===== src/rtl/assert_macros.svh =====
// Assertion macros for the clock and calendar set editor RTL.
`ifndef ASSERT_MACROS_SVH
`define ASSERT_MACROS_SVH

`ifndef SYNTHESIS

// Check a property on the rising clock edge, skipped while reset is low.
`define CCSE_ASSERT(lbl, prop, msg) \
  lbl: assert property (@(posedge clk_i) disable iff (!rst_ni) (prop)) else $error(msg);

// Check an implication on the rising clock edge, skipped while reset is low.
`define CCSE_ASSERT_IMP(lbl, pre, post, msg) \
  lbl: assert property (@(posedge clk_i) disable iff (!rst_ni) (pre) |-> (post)) else $error(msg);

`else

`define CCSE_ASSERT(lbl, prop, msg)
`define CCSE_ASSERT_IMP(lbl, pre, post, msg)

`endif

`endif


===== src/rtl/ccse_pkg.sv =====
// Types, codes and constants of the clock and calendar set editor.
`default_nettype none

package ccse_pkg;

  typedef enum logic [3:0] {
    STEP_WEEKDAY = 4'd0,
    STEP_HOUR    = 4'd1,
    STEP_MINUTE  = 4'd2,
    STEP_SECOND  = 4'd3,
    STEP_YEAR    = 4'd4,
    STEP_MONTH   = 4'd5,
    STEP_DATE    = 4'd6,
    STEP_SAVE    = 4'd7,
    STEP_BACK    = 4'd8
  } step_e;

  localparam int unsigned BtnUp     = 0;
  localparam int unsigned BtnDown   = 1;
  localparam int unsigned BtnSwitch = 2;
  localparam int unsigned BtnBack   = 3;
  localparam int unsigned BtnSave   = 4;

  localparam logic [3:0] BlinkTicksRst = 4'd10;

  localparam logic [6:0] WeekdayMin = 7'd1;
  localparam logic [6:0] WeekdayMax = 7'd7;
  localparam logic [6:0] HourMax    = 7'd23;
  localparam logic [6:0] MinSecMax  = 7'd59;
  localparam logic [6:0] YearMax    = 7'd99;
  localparam logic [6:0] MonthMin   = 7'd1;
  localparam logic [6:0] MonthMax   = 7'd12;
  localparam logic [6:0] DateMin    = 7'd1;

  localparam logic [3:0] MonthFeb = 4'd2;
  localparam logic [3:0] MonthApr = 4'd4;
  localparam logic [3:0] MonthJun = 4'd6;
  localparam logic [3:0] MonthSep = 4'd9;
  localparam logic [3:0] MonthNov = 4'd11;

  localparam logic [4:0] DaysLong  = 5'd31;
  localparam logic [4:0] DaysShort = 5'd30;
  localparam logic [4:0] DaysLeap  = 5'd29;
  localparam logic [4:0] DaysFeb   = 5'd28;

  localparam logic [2:0] RegBlinkTicks = 3'd0;

  typedef struct packed {
    logic [2:0] weekday;
    logic [4:0] hour;
    logic [5:0] minute;
    logic [5:0] second;
    logic [6:0] year;
    logic [3:0] month;
    logic [4:0] date;
  } edit_t;

  typedef struct packed {
    logic       action;
    logic [4:0] buttons;
    logic [2:0] rtc_weekday;
    logic [4:0] rtc_hour;
    logic [5:0] rtc_minute;
    logic [5:0] rtc_second;
    logic [6:0] rtc_year;
    logic [3:0] rtc_month;
    logic [4:0] rtc_date;
  } in_t;

  typedef struct packed {
    logic [2:0] weekday_value;
    logic [4:0] hour_value;
    logic [5:0] minute_value;
    logic [5:0] second_value;
    logic [6:0] year_value;
    logic [3:0] month_value;
    logic [4:0] date_value;
    logic [3:0] field_selected;
    logic       field_shown;
    logic       commit_time;
    logic       leave_setup;
  } out_t;

endpackage

`default_nettype wire


===== src/rtl/ccse_cfg_regs.sv =====
// Configuration register file with an APB-style access port.
`default_nettype none

module ccse_cfg_regs (
  input  logic        clk_i,
  input  logic        rst_ni,
  input  logic        psel,
  input  logic        penable,
  input  logic        pwrite,
  input  logic [2:0]  paddr,
  input  logic [31:0] pwdata,
  output logic [31:0] prdata,
  output logic        pready,
  output logic [3:0]  blink_ticks_o
);
  import ccse_pkg::*;

  logic [3:0] blink_ticks_q;
  logic       sel_blink;

  assign sel_blink = (paddr[2] == RegBlinkTicks[2]);
  assign pready    = 1'b1;

  always_ff @(posedge clk_i or negedge rst_ni) begin
    if (!rst_ni) begin
      blink_ticks_q <= BlinkTicksRst;
    end else if (psel && penable && pwrite && sel_blink) begin
      blink_ticks_q <= pwdata[3:0];
    end
  end

  always_comb begin
    prdata = '0;
    if (sel_blink) begin
      prdata = {28'd0, blink_ticks_q};
    end
  end

  assign blink_ticks_o = blink_ticks_q;

endmodule

`default_nettype wire


===== src/rtl/ccse_field_unit.sv =====
// Up and down wrap of the selected edit field.
`default_nettype none

module ccse_field_unit (
  input  ccse_pkg::step_e step_i,
  input  logic            up_i,
  input  logic            down_i,
  input  ccse_pkg::edit_t edit_i,
  output ccse_pkg::edit_t edit_o
);
  import ccse_pkg::*;

  function automatic logic [4:0] month_len(input logic [3:0] month, input logic [6:0] year);
    logic [4:0] len;
    len = DaysLong;
    if (month == MonthApr || month == MonthJun || month == MonthSep || month == MonthNov) begin
      len = DaysShort;
    end else if (month == MonthFeb) begin
      len = (year[1:0] == 2'b00) ? DaysLeap : DaysFeb;
    end
    return len;
  endfunction

  logic [6:0] val;
  logic [6:0] lo;
  logic [6:0] hi;
  logic [6:0] val_up;
  logic [6:0] val_dn;

  always_comb begin
    val = '0;
    lo  = '0;
    hi  = '0;
    case (step_i)
      STEP_WEEKDAY: begin
        val = {4'd0, edit_i.weekday};
        lo  = WeekdayMin;
        hi  = WeekdayMax;
      end
      STEP_HOUR: begin
        val = {2'd0, edit_i.hour};
        hi  = HourMax;
      end
      STEP_MINUTE: begin
        val = {1'b0, edit_i.minute};
        hi  = MinSecMax;
      end
      STEP_SECOND: begin
        val = {1'b0, edit_i.second};
        hi  = MinSecMax;
      end
      STEP_YEAR: begin
        val = edit_i.year;
        hi  = YearMax;
      end
      STEP_MONTH: begin
        val = {3'd0, edit_i.month};
        lo  = MonthMin;
        hi  = MonthMax;
      end
      default: begin
        val = {2'd0, edit_i.date};
        lo  = DateMin;
        hi  = {2'd0, month_len(edit_i.month, edit_i.year)};
      end
    endcase

    val_up = val;
    if (up_i) begin
      val_up = (val >= hi) ? lo : val + 7'd1;
    end
    val_dn = val_up;
    if (down_i) begin
      val_dn = (val_up <= lo || val_up > hi) ? hi : val_up - 7'd1;
    end

    edit_o = edit_i;
    case (step_i)
      STEP_WEEKDAY: edit_o.weekday = val_dn[2:0];
      STEP_HOUR:    edit_o.hour    = val_dn[4:0];
      STEP_MINUTE:  edit_o.minute  = val_dn[5:0];
      STEP_SECOND:  edit_o.second  = val_dn[5:0];
      STEP_YEAR:    edit_o.year    = val_dn;
      STEP_MONTH:   edit_o.month   = val_dn[3:0];
      STEP_DATE:    edit_o.date    = val_dn[4:0];
      default:      edit_o = edit_i;
    endcase
  end

endmodule

`default_nettype wire


===== src/rtl/clock_calendar_set_editor_core.sv =====
// Top level of the clock and calendar set editor.
//
//   port group   direction  handshake            payload
//   in_*         in         in_valid_i/in_stall_o  ccse_pkg::in_t word
//   out_*        out        out_valid_o/out_stall_i ccse_pkg::out_t word
//   apb          in/out     psel/penable/pready  blink_ticks at byte address 0
//
// One word is taken per cycle while the input is not stalled; its result sits in the output register in the next cycle.
// All editing is one pass of compare-and-wrap logic from the state registers.
// A stalled result holds the output register and stalls the input side.
// Reset is asynchronous and active low; no clearing pass follows it.
`default_nettype none

`include "assert_macros.svh"

module clock_calendar_set_editor_core (
  input  logic            clk_i,
  input  logic            rst_ni,
  input  logic            in_valid_i,
  output logic            in_stall_o,
  input  ccse_pkg::in_t   in_data_i,
  output logic            out_valid_o,
  input  logic            out_stall_i,
  output ccse_pkg::out_t  out_data_o,
  input  logic            psel,
  input  logic            penable,
  input  logic            pwrite,
  input  logic [2:0]      paddr,
  input  logic [31:0]     pwdata,
  output logic [31:0]     prdata,
  output logic            pready
);
  import ccse_pkg::*;

  logic [3:0] blink_ticks;

  step_e      step_q, step_d;
  edit_t      edit_q, edit_d, edit_fu;
  logic [3:0] cnt_q, cnt_d;
  logic       on_q, on_d;
  out_t       out_q, out_d;
  logic       out_valid_q;

  logic       accept;
  logic       shown;
  logic       commit;
  logic       leave;
  logic [3:0] cnt_base;
  logic [4:0] cnt_sum;

  ccse_cfg_regs u_cfg (
    .clk_i         (clk_i),
    .rst_ni        (rst_ni),
    .psel          (psel),
    .penable       (penable),
    .pwrite        (pwrite),
    .paddr         (paddr),
    .pwdata        (pwdata),
    .prdata        (prdata),
    .pready        (pready),
    .blink_ticks_o (blink_ticks)
  );

  ccse_field_unit u_field (
    .step_i (step_q),
    .up_i   (in_data_i.buttons[BtnUp]),
    .down_i (in_data_i.buttons[BtnDown]),
    .edit_i (edit_q),
    .edit_o (edit_fu)
  );

  assign in_stall_o = out_valid_q && out_stall_i;
  assign accept     = in_valid_i && !in_stall_o;

  always_comb begin
    step_d   = step_q;
    edit_d   = edit_q;
    cnt_d    = cnt_q;
    on_d     = on_q;
    cnt_base = cnt_q;
    cnt_sum  = '0;
    shown    = 1'b0;
    commit   = 1'b0;
    leave    = 1'b0;

    if (!in_data_i.action) begin
      edit_d.weekday = in_data_i.rtc_weekday;
      edit_d.hour    = in_data_i.rtc_hour;
      edit_d.minute  = in_data_i.rtc_minute;
      edit_d.second  = in_data_i.rtc_second;
      edit_d.year    = in_data_i.rtc_year;
      edit_d.month   = in_data_i.rtc_month;
      edit_d.date    = in_data_i.rtc_date;
      step_d         = STEP_WEEKDAY;
      cnt_d          = '0;
      on_d           = 1'b0;
    end else begin
      case (step_q)
        STEP_WEEKDAY, STEP_HOUR, STEP_MINUTE, STEP_SECOND,
        STEP_YEAR, STEP_MONTH, STEP_DATE: begin
          edit_d = edit_fu;
          if (in_data_i.buttons[BtnSwitch]) begin
            step_d   = (step_q == STEP_DATE) ? STEP_WEEKDAY : step_e'(step_q + 4'd1);
            cnt_base = '0;
          end
          if (in_data_i.buttons[BtnBack]) begin
            step_d = STEP_BACK;
          end
          if (in_data_i.buttons[BtnSave]) begin
            step_d = STEP_SAVE;
          end
        end
        STEP_SAVE: begin
          commit = 1'b1;
          leave  = 1'b1;
          step_d = STEP_WEEKDAY;
        end
        STEP_BACK: begin
          leave  = 1'b1;
          step_d = STEP_WEEKDAY;
        end
        default: step_d = step_q;
      endcase

      cnt_d = cnt_base;
      if (step_d <= STEP_DATE) begin
        shown   = on_q;
        cnt_sum = {1'b0, cnt_base} + 5'd1;
        if (cnt_sum >= {1'b0, blink_ticks}) begin
          cnt_d = '0;
          on_d  = ~on_q;
        end else begin
          cnt_d = cnt_sum[3:0];
        end
      end else begin
        shown = 1'b1;
      end
    end

    out_d.weekday_value  = edit_d.weekday;
    out_d.hour_value     = edit_d.hour;
    out_d.minute_value   = edit_d.minute;
    out_d.second_value   = edit_d.second;
    out_d.year_value     = edit_d.year;
    out_d.month_value    = edit_d.month;
    out_d.date_value     = edit_d.date;
    out_d.field_selected = step_d;
    out_d.field_shown    = shown;
    out_d.commit_time    = commit;
    out_d.leave_setup    = leave;
  end

  always_ff @(posedge clk_i or negedge rst_ni) begin
    if (!rst_ni) begin
      step_q         <= STEP_WEEKDAY;
      edit_q.weekday <= 3'd1;
      edit_q.hour    <= '0;
      edit_q.minute  <= '0;
      edit_q.second  <= '0;
      edit_q.year    <= '0;
      edit_q.month   <= 4'd1;
      edit_q.date    <= 5'd1;
      cnt_q          <= '0;
      on_q           <= 1'b0;
      out_valid_q    <= 1'b0;
    end else begin
      if (accept) begin
        step_q      <= step_d;
        edit_q      <= edit_d;
        cnt_q       <= cnt_d;
        on_q        <= on_d;
        out_valid_q <= 1'b1;
      end else if (!out_stall_i) begin
        out_valid_q <= 1'b0;
      end
    end
  end

  always_ff @(posedge clk_i) begin
    if (accept) begin
      out_q <= out_d;
    end
  end

  assign out_valid_o = out_valid_q;
  assign out_data_o  = out_q;

  `CCSE_ASSERT_IMP(a_stall_needs_word, in_stall_o, out_valid_o, "input stalled with no word held")
  `CCSE_ASSERT_IMP(a_commit_leaves, out_valid_o && out_data_o.commit_time, out_data_o.leave_setup && out_data_o.field_selected == STEP_WEEKDAY, "commit without leave")
  `CCSE_ASSERT(a_load_blank, (accept && !in_data_i.action) |=> (out_valid_o && !out_data_o.field_shown && out_data_o.field_selected == STEP_WEEKDAY), "load word result wrong")

endmodule

`default_nettype wire


===== config.mk =====
export PLATFORM = sky130hd
export DESIGN_NAME = clock_calendar_set_editor_core
export DESIGN_NICKNAME = d
export VERILOG_FILES = /design/src/rtl/ccse_pkg.sv /design/src/rtl/ccse_cfg_regs.sv /design/src/rtl/ccse_field_unit.sv /design/src/rtl/clock_calendar_set_editor_core.sv
export VERILOG_INCLUDE_DIRS = /design/src /design/src/rtl
export SDC_FILE = /design/constraint.sdc
export NUM_CORES = 1
export LEC_CHECK = 0
export ABC_AREA = 1
export BUFFER_PORTS_ARGS = -buffer_cell sky130_fd_sc_hd__buf_2
export CAP_MARGIN = 10
export CORE_ASPECT_RATIO = 0.7
export CORE_MARGIN = 1
export CORE_UTILIZATION = 58
export DETAILED_ROUTE_END_ITERATION = 7
export HOLD_SLACK_MARGIN = 0.1
export PLACE_DENSITY = 0.86
export SYNTH_ARGS = -nofsm -noshare
export SYNTH_HDL_FRONTEND = slang
export SYNTH_SLANG_ARGS = --single-unit

===== constraint.sdc =====
create_clock -name clk_i -period 12.6 [get_ports clk_i]
set_input_delay 0 -clock clk_i [delete_from_list [all_inputs] [get_ports clk_i]]
set_output_delay 0 -clock clk_i [all_outputs]
set_load 0.005 [all_outputs]

# [After elaboration in Yosys (flattened, before gate mapping)]
# Cells that the tools add are included.
[classes] n_mux=41 add_sub_neg=4 n_eq_ne=16 order_cmp=5 bitwise=2 n_reduce_logical=17
[ops] cell="2-to-1 mux 36 bit" n=2
[ops] cell="2-to-1 mux 4 bit" n=14
[ops] cell="one-hot mux 7 bit (6 select lines)" n=1
[ops] cell="2-to-1 mux 7 bit" n=5
[ops] cell="one-hot mux 7 bit (5 select lines)" n=1
[ops] cell="equality test 4 x 3 -> 1 bit, second input constant" n=6
[ops] cell="2-to-1 mux 5 bit" n=4
[ops] cell="equality test 4 x 2 -> 1 bit, second input constant" n=3
[ops] cell="equality test 4 bit, second input constant" n=3
[ops] cell="2-to-1 mux 6 bit" n=2
[ops] cell="2-to-1 mux 1 bit" n=10
[ops] cell="one-hot mux 4 bit (2 select lines)" n=1
[ops] cell="adder 7 x 1 -> 7 bit, second input constant" n=1
[ops] cell=">= comparator 7 bit" n=1
[ops] cell="greater-than comparator 7 bit" n=1
[ops] cell="less-or-equal comparator 7 x 1 -> 1 bit" n=1
[ops] cell="OR reduction 7 bit" n=1
[ops] cell="subtractor 7 x 1 -> 7 bit, second input constant" n=1
[ops] cell="!= test 2 x 1 -> 1 bit, second input constant" n=3
[ops] cell="adder 4 x 1 -> 5 bit, second input constant" n=1
[ops] cell=">= comparator 5 x 4 -> 1 bit" n=1
[ops] cell="logical AND 1 bit" n=5
[ops] cell="adder 4 x 1 -> 4 bit, second input constant" n=1
[ops] cell="equality test 4 x 1 -> 1 bit, second input constant" n=1
[ops] cell="other kinds (10)" n=15
[totals] regBits=93 in_bits=84 out_inout_bits=78 wordCells=108

# [Logic depth before layout (Yosys ltp)]
[logic_depth] depth_word=16 ltp_mapped=35 ltp_nobuf=34

# [Hierarchy]
# Synthesis repeated with hierarchy kept, for this count alone.
[hier_totals] cells_unflattened=971 area_unflattened_um2=6996.7
[modules_own_cells] module="clock_calendar_set_editor_core" seq_area_each_um2=2446.1 instances=1 area_per_inst_um2=4563.1 cells_each=527
[modules_own_cells] module="ccse_field_unit" seq_area_each_um2=0.0 instances=1 area_per_inst_um2=1991.9 cells_each=384
[modules_own_cells] module="ccse_cfg_regs" seq_area_each_um2=102.6 instances=1 area_per_inst_um2=441.7 cells_each=60

# [Least setup slack after synthesis]
# No wires, ideal clock.
[synth_path] path_type="flip-flop to flip-flop" start="register step_q[1]" end="register out_q, in the netlist out_data_o[14] (data pin)" required_time_ns=12.342 stages_incl_launch_ff=28 path_buffers=1 setup_time_ns=0.258 synth_period_minus_slack_ns=3.938 arrival_time_ns=3.680 setup_slack_ns=8.662 path_cell_list="dfrtp_1 > buf_6 > a21oi_2 > nand2_1 > nor2_1 > nand2_2 > nand2_2 > inv_1 > ha_1 > nand2_1 > o21ai_0 > nand2_1 > nand3_1 > nand2_1 > nand3_1 > inv_2 > ha_1 > nand2_1 > nor2_1 > nand2_1 > a32oi_1 > inv_1 > nand2_8 > nand2_4 > nand2_2 > nand3_1 > nand2_1 > nand2_1"
[synth_lines] item="start: declaration" line_no="clock_calendar_set_editor_core.sv:37" rtl="step_e step_q, step_d;"
[synth_lines] item="start signal: assignment" line_no="clock_calendar_set_editor_core.sv:168" rtl="step_q <= step_d;"
[synth_lines] item="end signal: assignment" line_no="clock_calendar_set_editor_core.sv:181" rtl="out_q <= out_d;"
[synth_lines] item="end: declaration" line_no="clock_calendar_set_editor_core.sv:41" rtl="out_t out_q, out_d;"

==> metrics.md <==
| Metric | Value |
|---|---|
| Status | `finished with violations` |
| Failing checks | `DRC` |
| # IOs | `162` |
| Final Wtd Congestion | `0.925` |
| Worst path slowest cell | `nor2_2` |
| Multi-input gate area | `3190 sq um` |
| Asr flop ratio synth | `0.538` |
| Initial antenna violation count | `0` |
| Slew Viols, Final | `0` |
| TNS Setup | `0 ps` |
| CP Max Fanout | `21` |
| Worst setup path class | `register to register` |
| FF/Latch Area | `2550 sq um` |
| Yosys cell types | `43` |
| Total routed wirelength | `16,700 microns` |
| Area delta synth->final | `20.0%` |
| Post-DP HPWL | `11,100 microns` |
| Drt wl/cell | `14.7 microns` |
| Max Cap Viol | `0` |
| DRT antenna net count | `0` |
| Largest net degree at the start of global routing | `89` |
| Tightest Pin Transition | `1000 ps` |
| Synthesis Warnings | `0` |
| Die span in y | `89.0 microns` |
| CP max stage delay | `730 ps` |
| Sequential area share after synthesis | `0.406` |
| Vias in the first global route | `5,549` |
| Post-route insts no fill | `1,136` |
| Initial core utilization | `0.601` |
| Hold buffers post-CTS | `46` |
| Post-layout nets | `1,105` |
| Cells after synthesis | `861` |
| Cell area after synthesis | `6270 sq um` |
| Clock slew at reported path FFs | `70 ps` |
| Post-synth EDFFs | `43` |
| Die area | `11,200 sq um` |
| FF+latch count, synth | `93` |
| Clk_lat worst skew | `350 ps` |
| RSZ-0062 raised after global routing | `no` |
| Setup crit end kind | `register` |
| Fin. Hold Viols | `0` |
| Top-count cell post-synth | `nand2_1` |
| Setup WS pre-CTS | `7320 ps` |
| Placed cells | `1,074` |
| CTS tree | `built` |
| Core Region | `10,400 sq um` |
| CTS root buf | `clkbuf_16` |
| Worst clock skew | `13.6 ps` |
| Hold Path Class | `primary input to register` |
| Drt via density | `5.36` |
| Die X | `126 microns` |
| Fillcell total | `803` |
| Post_cts resized | `0` |
| Total CTS buffers | `9` |
| Final Power | `0.00130 W` |
| Slew Limit Headroom | `0.333` |
| Clk sink count | `93` |
| Port buffer count | `102` |
| H-tree depth | `3` |
| Metal-1 WL | `7290 microns` |
| Top post-synthesis cells by area | `edfxtp_1, nand2_1, dfrtp_1, nor2_1, nand3_1` |
| First-pass GRT wire length | `26,900 microns` |
| Power per standard cell area | `173 nW/um^2` |
| Top cell type's share of synthesized area | `0.206` |
| Min cycle time layout | `5460 ps` |
| Lkg Pwr | `3.94 nW` |
| Highest achievable clock rate | `183 MHz` |
| Period utilisation layout | `0.434` |
| WL met3 | `1670 microns` |
| GRT overflow | `0` |
| Min setup slack post-route | `7140 ps` |
| Layout cell share with drive strength beyond 1 | `0.182` |
| VDD IR max | `88.9 uV` |
| GRT Resource Usage Total | `0.311` |
| First-pass iteration count of the detailed router | `7` |
| Data arrival, critical path | `5690 ps` |
| Top FF cell, synth | `dfrtp_1` |
| Setup violators final | `0` |
| Initial DRC count | `729` |
| CP dominant cell by count | `nand2_1` |
| Worst Setup Start Kind | `register` |
| Clock Tree Buf Depth | `2` |
| Post-CTS Setup Bufs | `0` |
| WL met2 | `7350 microns` |
| Mapped Avg Cell Area | `7.29 sq um` |
| Core Rows | `31` |
| Cell taking the most area after synthesis | `edfxtp_1` |
| Vias post-DR | `6,087` |
| CP Data Required Time | `12,820 ps` |
| Antenna Diode Count | `0` |
| Highest routed layer | `met4` |
| Commonest cells post-synth | `nand2_1, nor2_1, inv_1` |
| DRC | `2` |
-- report_power, final --
part | switching (W) | internal [W]
sequential | 0.0000342 | 0.000372
combinational | 0.000416 | 0.000200
clock | 0.000120 | 0.000161
total | 0.000570 | 0.000734
-- critical path: cells and delay by family, from the launching register on --
| family | cells | cell delay, ps |
|---|---|---|
| AOI/OAI and AO/OA | 4 | 1000 |
| adders and majority gates | 2 | 600 |
| buffers and inverters | 4 | 570 |
| DFF | 1 | 470 |
| and+or+nand+nor | 18 | 2660 |
-- layout make-up --
type / count / share of cell area
Multi-Input combinational cell: 659 / 0.424
Clock buffer: 10 / 0.0317
Clock inverter: 6 / 0.00914
Sequential cell: 93 / 0.339
Tap cell: 132 / 0.0219
Inverter: 84 / 0.0419
Timing Repair Buffer: 152 / 0.133
-- layout by cell type, fill, tap and decap left out, types with 2 or more instances in the layout --
cell,netlist,routed
nand3_1,66,66
nand3_4,5,5
buf_2,2,102
a21oi_1,33,33
o21ai_1,3,3
conb_1,2,29
o21ai_0,16,16
inv_6,0,2
nand2_2,18,18
xor2_1,3,3
ha_1,22,22
clkinv_1,2,2
nor2_4,7,8
buf_4,31,4
clkinv_2,0,2
nand3_2,5,5
inv_2,7,7
nand2_1,316,316
inv_1,75,75
o31ai_1,2,2
edfxtp_1,43,43
dfrtp_1,45,45
dfstp_2,5,5
nand2_4,3,3
a211oi_1,2,2
clkbuf_16,0,9
nor2_2,6,6
nand4_1,5,5
dlygate4sd3_1,0,46
nor2_1,100,99
o22ai_1,4,4
-- routing by layer --
| metal | global-route usage | vias up |
|---|---|---|
| met2 | 0.493 | 320 |
| met5 | 0 | - |
| met4 | 0.110 | 0 |
| met3 | 0.0724 | 33 |
| li1 | - | 2962 |
| met1 | 0.424 | 2772 |
-- through the flow --
step | utilization | instance area, sq um | hold slack, ps
global route | 0.721 | 7530 | 155
global placement | 0.648 | 6760 | 159
finish | 0.721 | 7530 | 129
CTS | 0.721 | 7530 | 119
detailed placement | 0.648 | 6760 | 168
floorplan | - | 6370 | -296
-- kinds of logic after synthesis --
kind of cell,share of synthesized area
AO/OA/AOI/OAI,0.0604
XOR/XNOR,0.00419
adder cells (fa/ha/maj),0.0439
buffers and inverters,0.103
flip-flops,0.406
other,0.00120
AND/OR/NAND/NOR,0.381
-- worst paths after layout --
check / slack (ps) / start / endpoint / cells past startpoint
setup / recovery: 7140 / step_q[3]$_DFFE_PN0P_ / edit_q[4]$_DFFE_PN0P_ / 28
hold / removal: 130 / pwrite / u_cfg.blink_ticks_o[0]$_DFFE_PN0P_ / 3
setup reg to reg: 7140 / step_q[3]$_DFFE_PN0P_ / edit_q[4]$_DFFE_PN0P_ / 28
hold reg to reg: 490 / edit_q[35]$_DFFE_PN0P_ / edit_q[35]$_DFFE_PN0P_ / 2
max in group asynchronous: 11830 / rst_ni / edit_q[15]$_DFFE_PN0P_ / 3
min in group asynchronous: 330 / rst_ni / cnt_q[0]$_DFFE_PN0P_ / 3
-- state kept, by name, indices dropped and copies added, names as in the netlist --
register,flops
cnt_q,4
u_cfg.blink_ticks_o,4
out_data_o,43
edit_q,36
on_q,1
step_q,4
out_valid_o,1
Note: power is estimated with default switching activity, not from simulation.
